`src/design/rarlg_pkg.sv`:
```
// Package with the payload types, mode codes, states, constants and rotate functions of the rotate-add generator.
package rarlg_pkg;

  typedef enum logic [1:0] {
    MODE_DRAW    = 2'd0,
    MODE_BOUNDED = 2'd1,
    MODE_RESEED  = 2'd2,
    MODE_UNUSED  = 2'd3
  } mode_t;

  typedef struct packed {
    logic [1:0]  mode;
    logic [31:0] seed;
    logic [31:0] bound;
  } req_t;

  typedef struct packed {
    logic [31:0] raw_word;
    logic [31:0] bounded_value;
    logic [31:0] single_unit_bits;
    logic [63:0] double_unit_bits;
    logic        bound_error;
  } rsp_t;

  typedef enum logic [2:0] {
    ST_IDLE,
    ST_DRAW,
    ST_DIV,
    ST_SEED,
    ST_FINISH
  } state_t;

  localparam logic [31:0] LCG_MULT        = 32'd2891336453;
  localparam logic [31:0] SINGLE_ONE      = 32'h3f80_0000;
  localparam logic [31:0] DOUBLE_ONE_HIGH = 32'h3FF0_0000;
  localparam int          FIRST_START     = 0;
  localparam int          SECOND_START    = 10;
  localparam int          DIV_STEPS       = 32;
  localparam int          DIV_CNT_W       = 5;

  function automatic logic [31:0] rotl13(input logic [31:0] x);
    return {x[18:0], x[31:19]};
  endfunction

  function automatic logic [31:0] rotl9(input logic [31:0] x);
    return {x[22:0], x[31:23]};
  endfunction

endpackage

```
`src/design/rotate_add_lagged_random_generator.sv`:
```
// Top level of the rotate-add lagged random generator with its ring memory and serial divider.
//
//   channel   valid       stall       payload  contents
//   request   req_valid   req_stall   req      mode, seed, bound
//   response  rsp_valid   rsp_stall   rsp      raw word, remainder, float patterns, error
//
// A draw reads the two ring words at the accepting edge, adds and writes back in ST_DRAW,
// and loads the response register in ST_FINISH once that register is free; rsp_valid then
// rises. A bounded draw with a nonzero bound runs the serial divider in ST_DIV between the
// two, one remainder bit per cycle. A reseed runs 17 LCG steps, one ring word per cycle.
// rst is synchronous; it clears the ring valid bits so each ring entry reads as zero until it is written.
// A response held by rsp_stall stays in its register; the block waits in its last step.
module rotate_add_lagged_random_generator #(
  parameter int RING_LENGTH = 17
) (
  input  logic              clk,
  input  logic              rst,
  input  logic              req_valid,
  output logic              req_stall,
  input  rarlg_pkg::req_t   req,
  output logic              rsp_valid,
  input  logic              rsp_stall,
  output rarlg_pkg::rsp_t   rsp
);

  localparam int PTR_W = $clog2(RING_LENGTH);

  rarlg_pkg::state_t state, state_next;

  logic [31:0]      ring [RING_LENGTH];
  logic [RING_LENGTH-1:0] ring_valid;

  logic [PTR_W-1:0] first_pointer;
  logic [PTR_W-1:0] second_pointer;
  logic [31:0]      rd_a;
  logic [31:0]      rd_b;
  logic             rd_a_ok;
  logic             rd_b_ok;

  logic [1:0]       mode;
  logic [31:0]      bound;
  logic [31:0]      word;
  logic [31:0]      quot;
  logic [31:0]      rem;
  logic [rarlg_pkg::DIV_CNT_W-1:0] div_cnt;
  logic [31:0]      lcg;
  logic [PTR_W-1:0] seed_idx;

  logic             req_take;
  logic             rsp_free;
  logic             wr_en;
  logic [PTR_W-1:0] wr_addr;
  logic [31:0]      wr_data;
  logic             rsp_load;

  logic [31:0]      word_sum;
  logic [31:0]      lcg_next;
  logic [32:0]      rem_shift;
  logic [31:0]      rem_next;
  logic             need_div;
  logic             div_last;
  logic             seed_last;
  rarlg_pkg::rsp_t  rsp_next;

  function automatic logic [PTR_W-1:0] step_down(input logic [PTR_W-1:0] p);
    return (p == '0) ? PTR_W'(RING_LENGTH - 1) : p - 1'b1;
  endfunction

  assign req_take  = req_valid && !req_stall;
  assign rsp_free  = !rsp_valid || !rsp_stall;

  // An entry never written since reset reads as zero.
  assign word_sum  = rarlg_pkg::rotl13(rd_b_ok ? rd_b : 32'd0) +
                     rarlg_pkg::rotl9(rd_a_ok ? rd_a : 32'd0);
  assign lcg_next  = lcg * rarlg_pkg::LCG_MULT + 32'd1;
  assign rem_shift = {rem, quot[31]};
  // The partial remainder stays below the bound, so it always fits in 32 bits.
  assign rem_next  = (rem_shift >= {1'b0, bound}) ? 32'(rem_shift - {1'b0, bound})
                                                  : rem_shift[31:0];
  assign need_div  = (mode == rarlg_pkg::MODE_BOUNDED) && (bound != 32'd0);
  assign div_last  = div_cnt == rarlg_pkg::DIV_CNT_W'(rarlg_pkg::DIV_STEPS - 1);
  assign seed_last = seed_idx == PTR_W'(RING_LENGTH - 1);

  always_comb begin
    state_next = state;
    unique case (state)
      rarlg_pkg::ST_IDLE: begin
        if (req_take) begin
          unique case (req.mode)
            rarlg_pkg::MODE_DRAW, rarlg_pkg::MODE_BOUNDED: state_next = rarlg_pkg::ST_DRAW;
            rarlg_pkg::MODE_RESEED:                        state_next = rarlg_pkg::ST_SEED;
            default:                                       state_next = rarlg_pkg::ST_FINISH;
          endcase
        end
      end
      rarlg_pkg::ST_DRAW:   state_next = need_div ? rarlg_pkg::ST_DIV : rarlg_pkg::ST_FINISH;
      rarlg_pkg::ST_DIV:    if (div_last) state_next = rarlg_pkg::ST_FINISH;
      rarlg_pkg::ST_SEED:   if (seed_last) state_next = rarlg_pkg::ST_FINISH;
      rarlg_pkg::ST_FINISH: if (rsp_free) state_next = rarlg_pkg::ST_IDLE;
      default:              state_next = rarlg_pkg::ST_IDLE;
    endcase
  end

  always_comb begin
    req_stall = 1'b1;
    wr_en     = 1'b0;
    wr_addr   = first_pointer;
    wr_data   = word_sum;
    rsp_load  = 1'b0;
    unique case (state)
      rarlg_pkg::ST_IDLE:   req_stall = 1'b0;
      rarlg_pkg::ST_DRAW:   wr_en = 1'b1;
      rarlg_pkg::ST_DIV:    ;
      rarlg_pkg::ST_SEED: begin
        wr_en   = 1'b1;
        wr_addr = seed_idx;
        wr_data = lcg_next;
      end
      rarlg_pkg::ST_FINISH: rsp_load = rsp_free;
      default:              ;
    endcase
  end

  always_comb begin
    rsp_next = '0;
    if ((mode == rarlg_pkg::MODE_DRAW) || (mode == rarlg_pkg::MODE_BOUNDED)) begin
      rsp_next.raw_word         = word;
      rsp_next.single_unit_bits = (word >> 9) | rarlg_pkg::SINGLE_ONE;
      rsp_next.double_unit_bits = {(word >> 12) | rarlg_pkg::DOUBLE_ONE_HIGH, word << 20};
      if (mode == rarlg_pkg::MODE_BOUNDED) begin
        if (bound == 32'd0) begin
          rsp_next.bound_error = 1'b1;
        end else begin
          rsp_next.bounded_value = rem;
        end
      end
    end
  end

  // Ring memory: one write port, two registered read ports.
  always_ff @(posedge clk) begin
    if (wr_en) begin
      ring[wr_addr] <= wr_data;
    end
    rd_a <= ring[first_pointer];
    rd_b <= ring[second_pointer];
  end

  always_ff @(posedge clk) begin
    if (rst) begin
      state          <= rarlg_pkg::ST_IDLE;
      ring_valid     <= '0;
      first_pointer  <= PTR_W'(rarlg_pkg::FIRST_START);
      second_pointer <= PTR_W'(rarlg_pkg::SECOND_START);
      rd_a_ok        <= 1'b0;
      rd_b_ok        <= 1'b0;
      rsp_valid      <= 1'b0;
      div_cnt        <= '0;
      seed_idx       <= '0;
    end else begin
      state   <= state_next;
      rd_a_ok <= ring_valid[first_pointer];
      rd_b_ok <= ring_valid[second_pointer];
      if (wr_en) begin
        ring_valid[wr_addr] <= 1'b1;
      end
      if (state == rarlg_pkg::ST_DRAW) begin
        first_pointer  <= step_down(first_pointer);
        second_pointer <= step_down(second_pointer);
      end
      if ((state == rarlg_pkg::ST_SEED) && seed_last) begin
        first_pointer  <= PTR_W'(rarlg_pkg::FIRST_START);
        second_pointer <= PTR_W'(rarlg_pkg::SECOND_START);
      end
      if (req_take) begin
        div_cnt  <= '0;
        seed_idx <= '0;
      end
      if (state == rarlg_pkg::ST_DIV) begin
        div_cnt <= div_cnt + 1'b1;
      end
      if (state == rarlg_pkg::ST_SEED) begin
        seed_idx <= seed_idx + 1'b1;
      end
      if (rsp_load) begin
        rsp_valid <= 1'b1;
      end else if (!rsp_stall) begin
        rsp_valid <= 1'b0;
      end
    end
  end

  always_ff @(posedge clk) begin
    if (req_take) begin
      mode  <= req.mode;
      bound <= req.bound;
      lcg   <= req.seed;
      word  <= '0;
    end
    if (state == rarlg_pkg::ST_DRAW) begin
      word <= word_sum;
      quot <= word_sum;
      rem  <= '0;
    end
    if (state == rarlg_pkg::ST_DIV) begin
      quot <= {quot[30:0], 1'b0};
      rem  <= rem_next;
    end
    if (state == rarlg_pkg::ST_SEED) begin
      lcg <= lcg_next;
    end
    if (rsp_load) begin
      rsp <= rsp_next;
    end
  end

endmodule
```
`config.mk`:
```
export PLATFORM = sky130hd
export DESIGN_NAME = rotate_add_lagged_random_generator
export DESIGN_NICKNAME = d
export VERILOG_FILES = /design/src/design/rarlg_pkg.sv /design/src/design/rotate_add_lagged_random_generator.sv
export SDC_FILE = /design/constraint.sdc
export NUM_CORES = 2
export LEC_CHECK = 0
export ABC_AREA = 1
export BUFFER_PORTS_ARGS = -buffer_cell sky130_fd_sc_hd__buf_2
export CORE_MARGIN = 5
export CORE_UTILIZATION = 40
export DETAILED_ROUTE_END_ITERATION = 7
export GPL_TIMING_DRIVEN = 0
export MAX_ROUTING_LAYER = met4
export PLACE_DENSITY_LB_ADDON = 0.12
export SLEW_MARGIN = 20
export SYNTH_ARGS = -nofsm -noshare
export SYNTH_HDL_FRONTEND = slang
export SYNTH_SLANG_ARGS = --single-unit
```
`constraint.sdc`:
```
create_clock -name clk -period 18.4 [get_ports clk]
set_input_delay 0.92 -clock clk [delete_from_list [all_inputs] [get_ports clk]]
set_output_delay 0.92 -clock clk [all_outputs]
set_load 0.01 [all_outputs]
```
==> reports/metrics.yaml <==
drt_wl_total_um: 208000
crit_required_ns: 18.64
slew_headroom_pct: 15.5
root_buffer: "clkbuf_16"
rsz0062_at_grt: "false"
hold_path.class: "input port to flip-flop"
seq_area_frac_synth_pct: 48.8
antenna_found_initial: 12
routedWlPerCell_um: 26.5
grt_first_pass_wirelength_um: 293000
syn_to_final_growth_pct: 16.0
synth.top_cells.by_count: "inv_1 (835), nand2_1 (777), edfxtp_1 (771)"
clk_latency_ns: 0.77
pre_cts_ws_ns: 10.39
synth_flop_cell: "edfxtp_1"
dr.pass1.iters: 8
gp_congestion: 1.00
syn_area_um2: 51900
synth.avg_cell_area_um2: 9.27
finalSetupViolations: 0
setup_ws_ns: 10.37
placedCellCount: 7624
end_kind: "flip-flop"
grt_pass1_vias: 42000
path_max_fanout: 17
cts_tree: "yes"
via_per_inst: 5.58
finalCriticalPeriod_ns: 8.03
maxCapViolations: 0
die_h_um: 370
hold_viol: 0
clock-sinks: 879
yosys.area.top_type: "edfxtp_1"
nets: 6462
vias: 43700
finalNonFillerCells: 7826
synthArstFlopShare_pct: 0
cts_buffers: 101
core-area_um2: 129000
grt_max_degree: 34
ys_ff_latch: 879
drc_errors: 0
utilization_pct: 46.6
drv_slew: 0
worst-setup-path-type: "flip-flop to flip-flop"
clk_pin_slew_ns: 0.06
finalCritPeriodShare_pct: 43.7
htreeDepth: 3
track_usage_pct: 30.4
die_area_um2: 137000
rows: 132
drt_iter0_drc: 5174
overflow: 0
critPathLaunchType: "flip-flop"
drive_gt1_share_pct: 11.8
antenna_left: 0
synth_most_common_cell: "inv_1"
finalClockSkew_ns: 0.0875
clockBufferDepth: 3
initial_core_util_pct: 40.2
synthTopCellsByArea: "edfxtp_1 (45%), ha_1 (6.4%), o21ai_0 (6.1%), inv_1 (6.0%), nand2_1 (5.6%)"
cts_hold_buf: 0
yosysWarnings: 0
tightest_slew_ns: 1.27
synth_edf_count: 771
portBuffers: 208
ios: 233
synth.top_cell.area_share_pct: 44.6
synthCells: 5600
outcome: "completed"
synth.distinct_cells: 54
setup_tns_ns: 0
die_w_um: 370
post-dp-hpwl_um: 160000
cts_setup_buffers: 0
crit_arrival_ns: 8.27
timing.fmax_mhz: 124
cts_resized: 0
-- worst paths after layout --
path	startpoint	endpoint	slack (ns)	depth (start not counted)
setup / recovery	lcg[14]	ring[2][26]	10.37	19
hold / removal	req[18]	bound[18]	0.35	1
setup reg to reg	lcg[14]	ring[2][26]	10.37	19
hold reg to reg	div_cnt[3]	div_cnt[3]	0.47	2
-- metrics by stage --
| stage | hold slack, ns | cell area, um2 |
|---|---|---|
| floorplan | 0.440 | 52000 |
| global placement | 0.452 | 55200 |
| detailed placement | 0.461 | 56500 |
| CTS | 0.297 | 60200 |
| global route | 0.313 | 60200 |
| finish | 0.346 | 60200 |
-- state kept, by name, summed over array words and instances, names as in the netlist, 32 cells and up --
signal and count:
quot 32, ring 544, rem 32, rd_b 32, rd_a 32, bound 32
lcg 32, word 32, rsp 66
-- cells in the final DEF, fill, tap and decap left out, drive strengths merged, types with 3 or more instances in the layout --
master,n
nand3,233
nor2,499
a21o,13
a221oi,32
o21a,9
nand3b,3
clkbuf,296
clkinv,31
edfxtp,771
a31oi,11
ha,264
clkinvlp,15
nand4,32
fa,143
or2,7
nor4,15
a41oi,36
a211oi,4
xor2,35
nand2,787
o21ai,684
o21bai,13
a22oi,30
xnor2,25
o22ai,59
nor3,24
diode,11
conb,24
a21boi,11
bufinv,17
buf,458
o211ai,151
inv,850
dfxtp,108
a21oi,377
-- logic make-up (layout without fill, tap and decap cells) --
group	Yosys count	in the layout	share of synthesized area [%]
compound gates	1434	1434	15.9
buf+inv	1217	1667	9.76
simple gates	1602	1602	12.7
flops	879	879	48.8
other cells	1	35	0.00722
fa+ha+maj	407	407	11.9
xor+xnor	60	60	1.01
-- layout make-up --
cell class / count / area (um2)
Fill cell: 12500 / 69100
Timing Repair Buffer: 259 / 2100
Tap cell: 1742 / 2180
Antenna cell: 11 / 27.5
Clock buffer: 126 / 2760
Multi-Input combinational cell: 3527 / 21900
Buffer: 369 / 1890
Sequential cell: 879 / 25300
Clock inverter: 65 / 896
Inverter: 848 / 3180
-- layer usage --
layer | track usage [%] | vias to the layer above | part of all wire (%)
li1 | - | 19800 | -
met5 | - | - | 0
met1 | 38.8 | 21000 | 40
met3 | 7.06 | 529 | 9.9
met2 | 46.2 | 2353 | 44
met4 | 13.9 | 0 | 5.4
-- critical path, stage by stage (launching register included) --
cell and delay [ns]:
edfxtp_1 0.75, inv_1 0.24, fa_1 0.59, fa_1 0.55
fa_1 0.41, inv_1 0.12, fa_1 0.45, fa_1 0.51
fa_1 0.49, inv_1 0.05, fa_1 0.50, inv_1 0.06
ha_1 0.39, a21oi_1 0.28, nor2_1 0.06, nor2_1 0.15
a21boi_0 0.19, nand3_1 0.22, o21ai_0 0.71, nand2_1 0.79
Power is not shown: default switching activity piles up to over one toggle a cycle in this logic, so the estimate is an artifact.
